$ cat src/hdl/qpm_pkg.sv
package qpm_pkg;

  // measured count width, the only sizing knob (8 to 64)
  localparam int COUNT_WIDTH  = 32;
  // fixed field widths of the channels
  localparam int CMD_WIDTH    = 32;
  localparam int MARGIN_WIDTH = 16;
  localparam int STEP_WIDTH   = 3;
  // error datapath width: holds command minus count without overflow
  localparam int DIFF_WIDTH   = ((COUNT_WIDTH > CMD_WIDTH) ? COUNT_WIDTH : CMD_WIDTH) + 2;

  localparam logic [MARGIN_WIDTH-1:0] MARGIN_RESET = MARGIN_WIDTH'(4);
  localparam logic signed [STEP_WIDTH-1:0] STEP_ILLEGAL = STEP_WIDTH'(2);

  // correction direction codes
  typedef enum logic [1:0] {
    CORR_NONE    = 2'd0,
    CORR_FORWARD = 2'd1,
    CORR_REVERSE = 2'd2
  } corr_e;

  typedef struct packed {
    logic                        chan_a;
    logic                        chan_b;
    logic signed [CMD_WIDTH-1:0] commanded_position;
    logic                        clear;
  } in_beat_t;

  typedef struct packed {
    logic signed [CMD_WIDTH-1:0] position;
    logic signed [CMD_WIDTH-1:0] position_error;
    logic                        lagging;
    logic                        leading;
    corr_e                       correction;
    logic                        illegal_step;
  } out_beat_t;

  typedef struct packed {
    logic [MARGIN_WIDTH-1:0] error_margin;
  } cfg_beat_t;

  // decode stage contents handed to the error stage
  typedef struct packed {
    logic signed [COUNT_WIDTH-1:0] count;
    logic signed [CMD_WIDTH-1:0]   cmd;
    logic                          illegal;
  } dec_t;

  // step for previous filtered state (high two bits) and new state (low two bits)
  function automatic logic signed [STEP_WIDTH-1:0] step_lookup(input logic [3:0] idx);
    logic signed [STEP_WIDTH-1:0] step;
    case (idx)
      4'd0:    step = 3'sd0;
      4'd1:    step = -3'sd1;
      4'd2:    step = 3'sd1;
      4'd3:    step = 3'sd2;
      4'd4:    step = 3'sd1;
      4'd5:    step = 3'sd0;
      4'd6:    step = 3'sd2;
      4'd7:    step = -3'sd1;
      4'd8:    step = -3'sd1;
      4'd9:    step = 3'sd2;
      4'd10:   step = 3'sd0;
      4'd11:   step = 3'sd1;
      4'd12:   step = 3'sd2;
      4'd13:   step = 3'sd1;
      4'd14:   step = -3'sd1;
      4'd15:   step = 3'sd0;
      default: step = 3'sd0;
    endcase
    return step;
  endfunction

endpackage

$ cat src/hdl/qpm_stream_if.sv
interface qpm_stream_if #(
  parameter type payload_t = logic
);
  logic     valid;
  logic     ready;
  payload_t payload;

  modport source (output valid, output payload, input ready);
  modport sink   (input valid, input payload, output ready);
endinterface

$ cat src/hdl/qpm_decode.sv
module qpm_decode import qpm_pkg::*; (
  input  logic         clk_i,
  input  logic         rst_ni,
  qpm_stream_if.sink   in_ch,
  input  logic         take_i,
  output logic         stg_valid_o,
  output dec_t         stg_o
);

  logic [1:0]                    hist_a_q, hist_a_d;
  logic [1:0]                    hist_b_q, hist_b_d;
  logic                          filt_a_q, filt_a_d;
  logic                          filt_b_q, filt_b_d;
  logic [1:0]                    prev_quad_q, prev_quad_d;
  logic signed [COUNT_WIDTH-1:0] count_q, count_d, count_base;
  logic signed [STEP_WIDTH-1:0]  step;
  logic                          stg_valid_q;
  dec_t                          stg_q, stg_d;
  logic                          accept;

  // stage is free when empty or when the error stage takes it this cycle
  assign in_ch.ready = !stg_valid_q || take_i;
  assign accept      = in_ch.valid && in_ch.ready;

  // glitch filter: three equal samples in a row pass through
  always_comb begin
    filt_a_d = filt_a_q;
    filt_b_d = filt_b_q;
    if (hist_a_q[0] == in_ch.payload.chan_a && hist_a_q[1] == in_ch.payload.chan_a) begin
      filt_a_d = in_ch.payload.chan_a;
    end
    if (hist_b_q[0] == in_ch.payload.chan_b && hist_b_q[1] == in_ch.payload.chan_b) begin
      filt_b_d = in_ch.payload.chan_b;
    end
    hist_a_d = {in_ch.payload.chan_a, hist_a_q[1]};
    hist_b_d = {in_ch.payload.chan_b, hist_b_q[1]};
  end

  // quadrature step and count update
  always_comb begin
    prev_quad_d = {filt_a_d, filt_b_d};
    step        = step_lookup({prev_quad_q, prev_quad_d});
    count_base  = in_ch.payload.clear ? '0 : count_q;
    count_d     = count_base + COUNT_WIDTH'(step);
    stg_d.count   = count_d;
    stg_d.cmd     = in_ch.payload.commanded_position;
    stg_d.illegal = (step == STEP_ILLEGAL);
  end

  // encoder state, advances on each accepted beat
  always_ff @(posedge clk_i or negedge rst_ni) begin
    if (!rst_ni) begin
      hist_a_q    <= '0;
      hist_b_q    <= '0;
      filt_a_q    <= 1'b0;
      filt_b_q    <= 1'b0;
      prev_quad_q <= '0;
      count_q     <= '0;
    end else if (accept) begin
      hist_a_q    <= hist_a_d;
      hist_b_q    <= hist_b_d;
      filt_a_q    <= filt_a_d;
      filt_b_q    <= filt_b_d;
      prev_quad_q <= prev_quad_d;
      count_q     <= count_d;
    end
  end

  // stage register valid
  always_ff @(posedge clk_i or negedge rst_ni) begin
    if (!rst_ni) begin
      stg_valid_q <= 1'b0;
    end else if (in_ch.ready) begin
      stg_valid_q <= in_ch.valid;
    end
  end

  // stage register payload
  always_ff @(posedge clk_i) begin
    if (accept) begin
      stg_q <= stg_d;
    end
  end

  assign stg_valid_o = stg_valid_q;
  assign stg_o       = stg_q;

endmodule

$ cat src/hdl/qpm_error.sv
module qpm_error import qpm_pkg::*; (
  input  logic                    clk_i,
  input  logic                    rst_ni,
  input  logic                    stg_valid_i,
  input  dec_t                    stg_i,
  input  logic [MARGIN_WIDTH-1:0] margin_i,
  output logic                    take_o,
  qpm_stream_if.source            out_ch
);

  logic signed [DIFF_WIDTH-1:0]   diff;
  logic [DIFF_WIDTH-CMD_WIDTH:0]  diff_hi;
  logic signed [CMD_WIDTH-1:0]    err;
  logic signed [CMD_WIDTH+1:0]    err_x, mar_x;
  logic                           out_valid_q;
  out_beat_t                      out_q, out_d;

  // output register loads when empty or drained this cycle
  assign take_o = !out_valid_q || out_ch.ready;

  // commanded minus count, saturated to the command width
  always_comb begin
    diff    = DIFF_WIDTH'(stg_i.cmd) - DIFF_WIDTH'(stg_i.count);
    diff_hi = diff[DIFF_WIDTH-1:CMD_WIDTH-1];
    if ((&diff_hi) || !(|diff_hi)) begin
      err = diff[CMD_WIDTH-1:0];
    end else if (diff[DIFF_WIDTH-1]) begin
      err = {1'b1, {(CMD_WIDTH-1){1'b0}}};
    end else begin
      err = {1'b0, {(CMD_WIDTH-1){1'b1}}};
    end
  end

  // margin flags and correction direction
  always_comb begin
    err_x = (CMD_WIDTH+2)'(err);
    mar_x = $signed((CMD_WIDTH+2)'(margin_i));
    out_d.position       = CMD_WIDTH'(stg_i.count);
    out_d.position_error = err;
    out_d.lagging        = (err_x > mar_x);
    out_d.leading        = (err_x < -mar_x);
    out_d.illegal_step   = stg_i.illegal;
    if (err == '0) begin
      out_d.correction = CORR_NONE;
    end else if (err[CMD_WIDTH-1]) begin
      out_d.correction = CORR_REVERSE;
    end else begin
      out_d.correction = CORR_FORWARD;
    end
  end

  // result valid
  always_ff @(posedge clk_i or negedge rst_ni) begin
    if (!rst_ni) begin
      out_valid_q <= 1'b0;
    end else if (take_o) begin
      out_valid_q <= stg_valid_i;
    end
  end

  // result payload
  always_ff @(posedge clk_i) begin
    if (take_o && stg_valid_i) begin
      out_q <= out_d;
    end
  end

  assign out_ch.valid   = out_valid_q;
  assign out_ch.payload = out_q;

endmodule

$ cat src/hdl/filtered_quadrature_position_monitor.sv
// two stages: a result beat passes the decode stage register, then the result register
// throughput: one sample beat per cycle unless output stalls, set by the decode count add
// output stalls back up through the two stages; the input stays open while a stage drains
// reset (rst_ni low, asynchronous) clears filters, history, count and both valid flags,
// and sets the error margin to 4
module filtered_quadrature_position_monitor import qpm_pkg::*; (
  input  logic         clk_i,
  input  logic         rst_ni,
  qpm_stream_if.sink   in_ch,
  qpm_stream_if.source out_ch,
  qpm_stream_if.sink   cfg_ch
);

  logic [MARGIN_WIDTH-1:0] margin_q;
  logic                    stg_valid;
  dec_t                    stg;
  logic                    take;

  // margin register, always ready for a write beat
  assign cfg_ch.ready = 1'b1;

  always_ff @(posedge clk_i or negedge rst_ni) begin
    if (!rst_ni) begin
      margin_q <= MARGIN_RESET;
    end else if (cfg_ch.valid) begin
      margin_q <= cfg_ch.payload.error_margin;
    end
  end

  // filter, step decode and count
  qpm_decode u_decode (
    .clk_i       (clk_i),
    .rst_ni      (rst_ni),
    .in_ch       (in_ch),
    .take_i      (take),
    .stg_valid_o (stg_valid),
    .stg_o       (stg)
  );

  // error, flags and result register
  qpm_error u_error (
    .clk_i       (clk_i),
    .rst_ni      (rst_ni),
    .stg_valid_i (stg_valid),
    .stg_i       (stg),
    .margin_i    (margin_q),
    .take_o      (take),
    .out_ch      (out_ch)
  );

`ifndef NO_ASSERTIONS
  // an accepted sample beat always lands in the decode stage
  a_accept_fills: assert property (@(posedge clk_i) disable iff (!rst_ni)
    in_ch.valid && in_ch.ready |=> stg_valid)
    else $error("accepted beat did not reach decode stage");

  // a decode stage beat taken by the error stage becomes a result
  a_stage_moves: assert property (@(posedge clk_i) disable iff (!rst_ni)
    stg_valid && take |=> out_ch.valid)
    else $error("decode stage beat lost");

  // a blocked decode stage keeps its beat
  a_stage_holds: assert property (@(posedge clk_i) disable iff (!rst_ni)
    stg_valid && !take |=> stg_valid && $stable(stg))
    else $error("blocked decode stage changed");

  // lag means a positive error, so a forward correction
  a_lag_forward: assert property (@(posedge clk_i) disable iff (!rst_ni)
    out_ch.valid && out_ch.payload.lagging |-> out_ch.payload.correction == CORR_FORWARD)
    else $error("lagging without forward correction");
`endif

endmodule

$ cat src/flat_wrapper.sv
// flat-port wrapper written by rule: the top's interface ports become plain ports
module filtered_quadrature_position_monitor_flat import qpm_pkg::*;
  (clk_i, rst_ni, in_ch_valid, in_ch_payload, in_ch_ready, out_ch_valid, out_ch_payload, out_ch_ready, cfg_ch_valid, cfg_ch_payload, cfg_ch_ready);
  qpm_stream_if #(.payload_t(in_beat_t)) in_ch_i ();
  qpm_stream_if #(.payload_t(out_beat_t)) out_ch_i ();
  qpm_stream_if #(.payload_t(cfg_beat_t)) cfg_ch_i ();
  input  logic clk_i;
  input  logic rst_ni;
  input wire logic [$bits(in_ch_i.valid)-1:0] in_ch_valid;
  input wire logic [$bits(in_ch_i.payload)-1:0] in_ch_payload;
  output wire logic [$bits(in_ch_i.ready)-1:0] in_ch_ready;
  output wire logic [$bits(out_ch_i.valid)-1:0] out_ch_valid;
  output wire logic [$bits(out_ch_i.payload)-1:0] out_ch_payload;
  input wire logic [$bits(out_ch_i.ready)-1:0] out_ch_ready;
  input wire logic [$bits(cfg_ch_i.valid)-1:0] cfg_ch_valid;
  input wire logic [$bits(cfg_ch_i.payload)-1:0] cfg_ch_payload;
  output wire logic [$bits(cfg_ch_i.ready)-1:0] cfg_ch_ready;
  assign in_ch_i.valid = in_ch_valid;
  assign in_ch_i.payload = in_ch_payload;
  assign in_ch_ready = in_ch_i.ready;
  assign out_ch_valid = out_ch_i.valid;
  assign out_ch_payload = out_ch_i.payload;
  assign out_ch_i.ready = out_ch_ready;
  assign cfg_ch_i.valid = cfg_ch_valid;
  assign cfg_ch_i.payload = cfg_ch_payload;
  assign cfg_ch_ready = cfg_ch_i.ready;
  filtered_quadrature_position_monitor u_core (.clk_i(clk_i), .rst_ni(rst_ni), .in_ch(in_ch_i), .out_ch(out_ch_i), .cfg_ch(cfg_ch_i));
endmodule
$ cat config.mk
export PLATFORM = sky130hd
export DESIGN_NAME = filtered_quadrature_position_monitor_flat
export DESIGN_NICKNAME = d
export VERILOG_FILES = /design/src/hdl/qpm_pkg.sv /design/src/hdl/qpm_stream_if.sv /design/src/hdl/qpm_decode.sv /design/src/hdl/qpm_error.sv /design/src/hdl/filtered_quadrature_position_monitor.sv /design/src/flat_wrapper.sv
export SDC_FILE = /design/constraint.sdc
export NUM_CORES = 1
export LEC_CHECK = 0
export CORE_MARGIN = 1
export CORE_UTILIZATION = 60
export DETAILED_ROUTE_END_ITERATION = 10
export DONT_BUFFER_PORTS = 1
export MAX_ROUTING_LAYER = met4
export PLACE_DENSITY = 0.76
export SLEW_MARGIN = 0
export SYNTH_ARGS = -nofsm -noshare
export SYNTH_HDL_FRONTEND = slang
export SYNTH_SLANG_ARGS = --single-unit
$ cat constraint.sdc
create_clock -name clk_i -period 6.7 [get_ports clk_i]
set_clock_uncertainty 0.2 [all_clocks]
set_input_delay 1.34 -clock clk_i [delete_from_list [all_inputs] [get_ports clk_i]]
set_output_delay 1.34 -clock clk_i [all_outputs]
set_load 0.03 [all_outputs]
* Word level (Yosys, flattened, before mapping)
Memories as Yosys holds them, arrays and structs flattened.
Cells that the tools add are included.
** Word-level totals
- Output and inout bits :: 72
- Memories :: 1
- Bits in read-only memories :: 48
- Bits in registers :: 192
- Word-level logic and storage cells :: 48
** Cells by class
- Muxes and demuxes :: 6
- Eq/ne operators :: 5
- Order comparisons :: 2
- Add/subtract/negate cells :: 3
- Reduce and logical (&&, ||, !) cells :: 13
** Memory list
- (no name shown) :: depth 16, width 3, read ports 1, clocked after Yosys merged registers in 0, wr ports 0, RTL line qpm_pkg.sv:52 : case (idx)
** Operator list (number)
- 32-bit 2-to-1 mux :: 3
- 32-bit by 34-bit < comparator with 1-bit output :: 1
- 16-bit negation with 34-bit output :: 1
- 32-bit by 32-bit subtractor with 33-bit output :: 1
- 32-bit by 3-bit adder with 32-bit output :: 1
- 32-bit by 17-bit > comparator with 1-bit output :: 1
- 32-bit zero test :: 1
- 1-bit equality test :: 4
- 1-bit logical AND :: 4
- 3-bit equality test, second input constant :: 1
- 1-bit zero test :: 3
- 1-bit logical OR :: 3
- 3-bit AND reduction :: 1
- 3-bit OR reduction :: 1
- 1-bit 2-to-1 mux :: 2
- 2-bit 2-to-1 mux :: 1

* Depth between registers and ports, before layout
Gate-level depths: netlist (run 1).
- Depth in word-level cells :: 6
- Mapped depth :: 26

* Hierarchy
A second synthesis (run 1) with hierarchy kept.
** Second synthesis, totals
- Cells, all modules :: 1349
- Area, all modules :: 13221.4 µm²
** By module, submodules not included
- qpm_decode :: seq. area each 2927.8 µm², cells each 658, area an instance 6467.5 µm², instances 1
- qpm_error :: seq. area each 2097.0 µm², cells each 655, area an instance 6092.1 µm², instances 1
- filtered_quadrature_position_monitor :: seq. area each 401.6 µm², cells each 36, area an instance 661.9 µm², instances 1

* Worst setup path after synthesis (run 1)
OpenSTA, ideal clock, no wires.
- Path type :: in2reg
- Start :: in in_ch_payload[34]
- End :: reg u_core.u_decode.count_q[26]
- Required time :: 6.375 ns
- Setup slack :: 0.999 ns
- Stages :: 18
- Library setup time :: 0.125 ns
- Data arrival time :: 5.377 ns
- Path through :: o21a_1 -> a21oi_1 -> inv_1 -> ha_1 -> mux4_2 -> ha_1 -> clkbuf_1 -> and2_1 -> or3_1 -> nor2b_1 -> a2111oi_0 -> o31a_1 -> o2111a_1 -> o21ai_1 -> nor2b_1 -> o21ai_1 -> xor2_1 -> mux2_2
** Between the ends
- Cells in the longest elaborated chain, start to end :: 5
** RTL lines
- from (decl) :: RTL line flat_wrapper.sv:10 : input wire logic [$bits(in_ch_i.payload)-1:0] in_ch_payload;
- 1-bit equality test :: RTL line qpm_decode.sv:29 : if (hist_a_q[0] == in_ch.payload.chan_a && hist_a_q[1] == in_ch.payload.chan_a) begin
- 1-bit logical AND :: RTL line qpm_decode.sv:29
- 1-bit 2-to-1 mux (*) :: RTL line qpm_decode.sv:29
- named net u_core.u_decode.filt_a_d :: RTL line qpm_decode.sv:12 : logic filt_a_q, filt_a_d;
- memory 16 x 3 bit (*)
- 32-bit by 3-bit adder with 32-bit output (*) :: RTL line qpm_decode.sv:44 : count_d = count_base + COUNT_WIDTH'(step);
- named net u_core.u_decode.count_d[26] :: RTL line qpm_decode.sv:15 : logic signed [COUNT_WIDTH-1:0] count_q, count_d, count_base;
- to (signal assigned) :: RTL line qpm_decode.sv:65 : count_q <= count_d;
- to (decl) :: RTL line qpm_decode.sv:15
The timed path passes the listed nets; every way through them passes the cells marked *.
A chain may end at the register's enable or synchronous reset.

==> results of run 1 <==
## worst paths after layout
kind	from	end	slack [ns]	cells after the start
hold / removal	u_core.u_decode.stg_o[0]	u_core.u_error.out_ch.payload[0]	0.23	0
hold reg to reg	u_core.u_decode.stg_o[0]	u_core.u_error.out_ch.payload[0]	0.23	0
setup reg to reg	u_core.u_decode.stg_o[1]	u_core.u_error.out_ch.payload[3]	0.88	26
min in group asynchronous	rst_ni	u_core.margin_q[3]	0.38	0
max in group asynchronous	rst_ni	u_core.margin_q[2]	5.75	0
setup / recovery	u_core.u_decode.stg_o[1]	u_core.u_error.out_ch.payload[3]	0.88	26
## per-layer routing
layer	track usage, %	wire length [um]	up-vias	part of all wire, %
li1	-	-	4161	-
met1	34.6	11800	4026	45
met2	46.0	13100	211	49
met3	3.99	965	43	3.6
met4	9.62	620	0	2.3
met5	-	0	-	0
## area by class of cell
type                       instances  share of cell area [%]
inverter                          79                    2.33
sequential                       190                    42.4
multi-input combinational        829                    47.6
clock buffer                      17                    3.32
tap                              265                    2.59
antenna                            2                  0.0391
timing repair buffer               5                   0.293
clock inverter                    15                    1.49
## flip-flops by register name, indices dropped and copies added (netlist names)
name and cells:
u_core.u_error.out_ch.payload 69, u_core.u_decode.stg_o 65, u_core.u_decode.count_q 32, u_core.margin_q 16
u_core.u_decode.hist_a_q 2, u_core.u_decode.hist_b_q 2, u_core.u_decode.filt_a_q 1, u_core.u_decode.prev_quad_q 1
u_core.u_decode.stg_valid_o 1, u_core.u_error.out_ch.valid 1
## critical path, cell delays in order (launching register included)
cell      delay [ns]
edfxtp_1        0.36
inv_1           0.08
ha_1            0.17
inv_1           0.06
fa_1            0.39
a21oi_1         0.39
o21bai_4        0.11
a31o_4          0.27
o221a_4         0.23
o21ai_1         0.19
o21ai_1         0.21
nand2_1         0.23
nor2_1          0.07
a21oi_2         0.41
a21oi_1         0.23
ha_1            0.32
nor2b_1         0.13
o21a_1          0.17
o21a_1          0.16
o21a_1          0.17
o21a_1          0.17
o21a_1          0.16
o21a_1          0.16
o21a_1          0.18
o211ai_1        0.21
a31oi_1         0.11
o22ai_1         0.11
## report_power, final
| part | switching (mW) | internal [mW] |
|---|---|---|
| clock | 0.515 | 0.542 |
| sequential | 0.538 | 1.90 |
| combinational | 2.48 | 1.66 |
## cell families after synthesis
group / Yosys count / share of synthesized area (%)
simple gates: 309 / 13.1
other cells: 1 / 0.0314
compound gates: 296 / 16.7
fa+ha+maj: 122 / 12.9
flops: 190 / 45.5
buf+inv: 110 / 3.52
mux: 34 / 3.39
xor+xnor: 67 / 4.92
## cells in the mapped netlist, types with 21 or more instances
cell / instances / area, um2
nor3_1: 36 / 180
mux2_2: 31 / 349
nand3_1: 21 / 105
nand2_1: 82 / 308
xnor2_1: 47 / 412
dfrtp_1: 55 / 1380
a21oi_1: 90 / 450
ha_1: 118 / 1480
o21ai_0: 48 / 240
clkbuf_1: 25 / 93.8
nand4_1: 22 / 138
nor2_1: 50 / 188
inv_1: 78 / 293
nor2b_1: 45 / 282
edfxtp_1: 134 / 4020
a21o_1: 40 / 300
o21a_1: 25 / 188
==> flow_metrics.env, run 1 <==
export IMPL_outcome="finished, final reports clean"
export IMPL_die_area_mm2=0.0205
export IMPL_rsz0062_at_grt="false"
export IMPL_setup_slack_ns=0.879
export IMPL_area_growth_pct=7.28
export IMPL_finalNonFillerCells=1402
export IMPL_die_x_um=143
export IMPL_grt_start_max_net_pins=70
export IMPL_clockRootBuffer="clkbuf_16"
export IMPL_dp_hpwl_um=19700
export IMPL_hold_buffers=0
export IMPL_gp_congestion=0.931
export IMPL_dieHeight_um=143
export IMPL_htree_levels=4
export IMPL_hold_viol_final=0
export IMPL_register_area_mm2=0.00543
export IMPL_layout_commonest_cell="edfxtp_1"
export IMPL_setup_viol=0
export IMPL_antenna_found_initial=2
export IMPL_syn_area_per_cell_um2=10.6
export IMPL_first_global_vias=8149
export IMPL_clockBufferDepth=2
export IMPL_leakage_nw=5.40
export IMPL_place_area_mm2=0.0122
export IMPL_drtAntennaViolNets=0
export IMPL_clk_latency_ns=0.45
export IMPL_required_ns=6.79
export IMPL_wl_per_cell_um=18.9
export IMPL_power_mw=7.63
export IMPL_cp_max_fo=13
export IMPL_ys_warn_count=0
export IMPL_start_kind="flop"
export IMPL_routed_wl_um=26500
export IMPL_synth_top_flop_cell="edfxtp_1"
export IMPL_drive_above_1_share_pct=8.28
export IMPL_drtIter0Drc=628
export IMPL_ios=128
export IMPL_finish_instance_area_mm2=0.0128
export IMPL_multi_input_area_mm2=0.00609
export IMPL_period_needed_ns=5.82
export IMPL_coreArea_mm2=0.0195
export IMPL_grt_use_total_pct=27.7
export IMPL_final_util_pct=65.8
export IMPL_cts_sinks=190
export IMPL_post_place_ws_ns=0.522
export IMPL_setup_tns_ns=0
export IMPL_slew_viol_final=0
export IMPL_critPathArrivalTime_ns=5.91
export IMPL_clk_pin_slew_ns=0.08
export IMPL_vias_per_cell=6.02
export IMPL_io_buffer_count=0
export IMPL_fillers=1513
export IMPL_clock_fmax_mhz=172
export IMPL_synth_edff_count=134
export IMPL_min_path_type="flop to flop"
export IMPL_cellPowerDensity_mw_per_mm2=596
export IMPL_slew_headroom_pct=35.7
export IMPL_postCtsSetupRepairBufs=0
export IMPL_layout_common_cells="edfxtp_1, ha_1, a21oi_1, nand2_1, inv_1"
export IMPL_maxCapViolCount=0
export IMPL_synth_fp_nets=1305
export IMPL_grt_ovfl_total=0
export IMPL_ys_types=80
export IMPL_dr_pass1_iters=7
export IMPL_cp_end_kind="flop"
export IMPL_grt_pass1_wl_um=42300
export IMPL_numPlacedInstances=1368
export IMPL_layout_nets=1298
export IMPL_ir_drop_uv=288
export IMPL_initial_utilization_pct=61.3
export IMPL_tightestPinTransition_ns=0.965
export IMPL_ctsResizeCount=0
export IMPL_std_cell_rows=51
export IMPL_synthesis_area_mm2=0.0119
export IMPL_synth_seq_cells=190
export IMPL_cts_buffers=17
export IMPL_synthCells=1129
export IMPL_cts_tree="done"
export IMPL_yosysSeqAreaShare_pct=45.5
export IMPL_async_flop_share_pct=29.5
export IMPL_post_route_period_util_pct=86.9
export IMPL_setup_worst_path_class="flop to flop"
export IMPL_via_count=8441
export IMPL_drc=0
export IMPL_holdWs_ns=0.232
No activity file was read; power rests on OpenSTA's default activity.
==> run 2, diff against run 1 <==
--- a/config.mk
+++ b/config.mk
@@ -6,11 +6,11 @@
 export NUM_CORES = 1
 export LEC_CHECK = 0
 export CORE_MARGIN = 1
-export CORE_UTILIZATION = 60
+export CORE_UTILIZATION = 35
 export DETAILED_ROUTE_END_ITERATION = 10
 export DONT_BUFFER_PORTS = 1
 export MAX_ROUTING_LAYER = met4
-export PLACE_DENSITY = 0.76
+export PLACE_DENSITY = 0.49
 export SLEW_MARGIN = 0
 export SYNTH_ARGS = -nofsm -noshare
 export SYNTH_HDL_FRONTEND = slang
==> flow_metrics.env, run 2 (synthesis gave the netlist of run 1 again) <==
export IMPL_post_route_period_util_pct=86.8
export IMPL_maxCapViolCount=0
export IMPL_crit_path_start="u_core.u_decode.stg_o[37]"
export IMPL_clockRootBuffer="clkbuf_16"
export IMPL_cp_max_fo=10
export IMPL_drtIter0Drc=369
export IMPL_finish_instance_area_mm2=0.0130
export IMPL_setup_slack_ns=0.887
export IMPL_slew_viol_final=0
export IMPL_finalNonFillerCells=1585
export IMPL_ir_drop_uv=225
export IMPL_antenna_found_initial=0
export IMPL_crit_chain="inv_1 -> ha_1 -> a2111o_1 -> o2111ai_2 -> a21oi_1 -> o21ai_1 -> nor3b_2 -> nand2_1 -> nor2_1 -> a21oi_2 -> buf_4 -> a21oi_1 -> ha_1 -> nor2b_1 -> o21a_1 -> o21a_1 -> o21a_1 -> o21a_1 -> o21a_1 -> o21a_1 -> o21a_1 -> o211ai_1 -> a31oi_1 -> o22ai_1"
export IMPL_clk_pin_slew_ns=0.08
export IMPL_htree_levels=4
export IMPL_layout_common_cells="edfxtp_1, ha_1, a21oi_1, nand2_1, inv_1"
export IMPL_routed_wl_um=28700
export IMPL_required_ns=6.79
export IMPL_grtUsageMet1_pct=22.2
export IMPL_layout_commonest_cell="edfxtp_1"
export IMPL_cellPowerDensity_mw_per_mm2=584
export IMPL_regToRegStartpoint="u_core.u_decode.stg_o[37]"
export IMPL_die_x_um=187
export IMPL_hold_viol_final=0
export IMPL_num_antenna_cells=0
export IMPL_initial_utilization_pct=35.6
export IMPL_coreArea_mm2=0.0335
export IMPL_slew_headroom_pct=32.6
export IMPL_rsz0062_at_grt="false"
export IMPL_drtAntennaViolNets=0
export IMPL_io_buffer_count=0
export IMPL_std_cell_rows=67
export IMPL_setup_tns_ns=0
export IMPL_area_growth_pct=8.98
export IMPL_dr_pass1_iters=4
export IMPL_grt_pass1_wl_um=46100
export IMPL_grt_use_total_pct=17.4
export IMPL_gr_usage_met2_pct=28.6
export IMPL_cts_sinks=190
export IMPL_critPathMostFrequentCell="o21a_1"
export IMPL_min_path_type="flop to flop"
export IMPL_postCtsSetupRepairBufs=0
export IMPL_ios=128
export IMPL_clk_latency_ns=0.46
export IMPL_wl_per_cell_um=18.1
export IMPL_holdWs_ns=0.228
export IMPL_first_global_vias=8316
export IMPL_post_place_ws_ns=0.683
export IMPL_die_area_mm2=0.0348
export IMPL_setup_viol=0
export IMPL_place_area_mm2=0.0124
export IMPL_cts_buffers=17
export IMPL_grt_busiest_layer="met2"
export IMPL_ctsResizeCount=0
export IMPL_largest_reg_flops=69
export IMPL_outcome="finished, final reports clean"
export IMPL_cpPeakStageDelay_ns=0.49
export IMPL_clock_fmax_mhz=172
export IMPL_grtUsageMet3_pct=2.82
export IMPL_setup_worst_path_class="flop to flop"
export IMPL_period_needed_ns=5.81
export IMPL_dp_hpwl_um=21800
export IMPL_final_util_pct=38.8
export IMPL_tightestPinTransition_ns=1.01
export IMPL_clockBufferDepth=2
export IMPL_grt_start_max_net_pins=70
export IMPL_critPathArrivalTime_ns=5.90
export IMPL_layout_nets=1300
export IMPL_gp_congestion=0.873
export IMPL_crit_slowest_cell="a2111o_1"
export IMPL_drc=0
export IMPL_cts_tree="done"
export IMPL_power_mw=7.60
export IMPL_hold_start="u_core.u_decode.stg_o[0]"
export IMPL_via_count=8215
export IMPL_dieHeight_um=187
export IMPL_vias_per_cell=5.18
export IMPL_leakage_nw=5.39
export IMPL_fillers=3344
export IMPL_drive_above_1_share_pct=8.36
export IMPL_cp_end_kind="flop"
export IMPL_hold_buffers=0
export IMPL_numPlacedInstances=1553
export IMPL_start_kind="flop"
export IMPL_grt_ovfl_total=0
==> run 2: changes by cell type in the layout (fill, tap and decap cells not counted) <==
cell        before  now
diode_2          2    0
inv_4            0    1
bufinv_16        1    0
inv_6            2    3
clkbuf_1         0    1
inv_12           1    0
inv_8            5    4
clkinv_2         2    1
clkinvlp_4       1    2
buf_4            5    7
==> run 2: metal layers <==
layer	up-vias	routed length (um)
li1	4147	-
met1	3911	13700
met2	134	13800
met3	23	772
met4	0	377
met5	-	0
==> run 2: critical path: cells and delay by family, from the launching register on <==
kind	cells	cell delay [ns]
compound gates	16	3.16
buf+inv	2	0.27
fa+ha+maj	2	0.55
simple gates	4	1.03
flops	1	0.41
==> run 2: power by group <==
part | total (mW) | leakage (nW) | internal (mW) | switching [mW]
combinational | 4.13 | 3.13 | 1.66 | 2.47
clock | 1.03 | 0.277 | 0.498 | 0.530
sequential | 2.44 | 1.98 | 1.90 | 0.542
total | 7.60 | 5.39 | 4.06 | 3.54
==> run 2: area by class of cell <==
type / instances / area, um2 / area share [%]
Sequential cell: 190 / 5430 / 41.7
Tap cell: 448 / 561 / 4.31
Timing Repair Buffer: 7 / 52.6 / 0.404
Inverter: 79 / 299 / 2.30
Clock buffer: 18 / 429 / 3.30
Clock inverter: 14 / 149 / 1.14
Multi-Input combinational cell: 829 / 6090 / 46.8
==> run 2: path summary, 6_finish.rpt <==
check | cells past startpoint | endpoint | slack (ns)
worst max register to register | 24 | u_core.u_error.out_ch.payload[3] | 0.89
worst max-delay path | 24 | u_core.u_error.out_ch.payload[3] | 0.89
min in group asynchronous | 0 | u_core.margin_q[14] | 0.38
max in group asynchronous | 0 | u_core.margin_q[2] | 5.71
worst min register to register | 0 | u_core.u_error.out_ch.payload[0] | 0.23
worst min-delay path | 0 | u_core.u_error.out_ch.payload[0] | 0.23
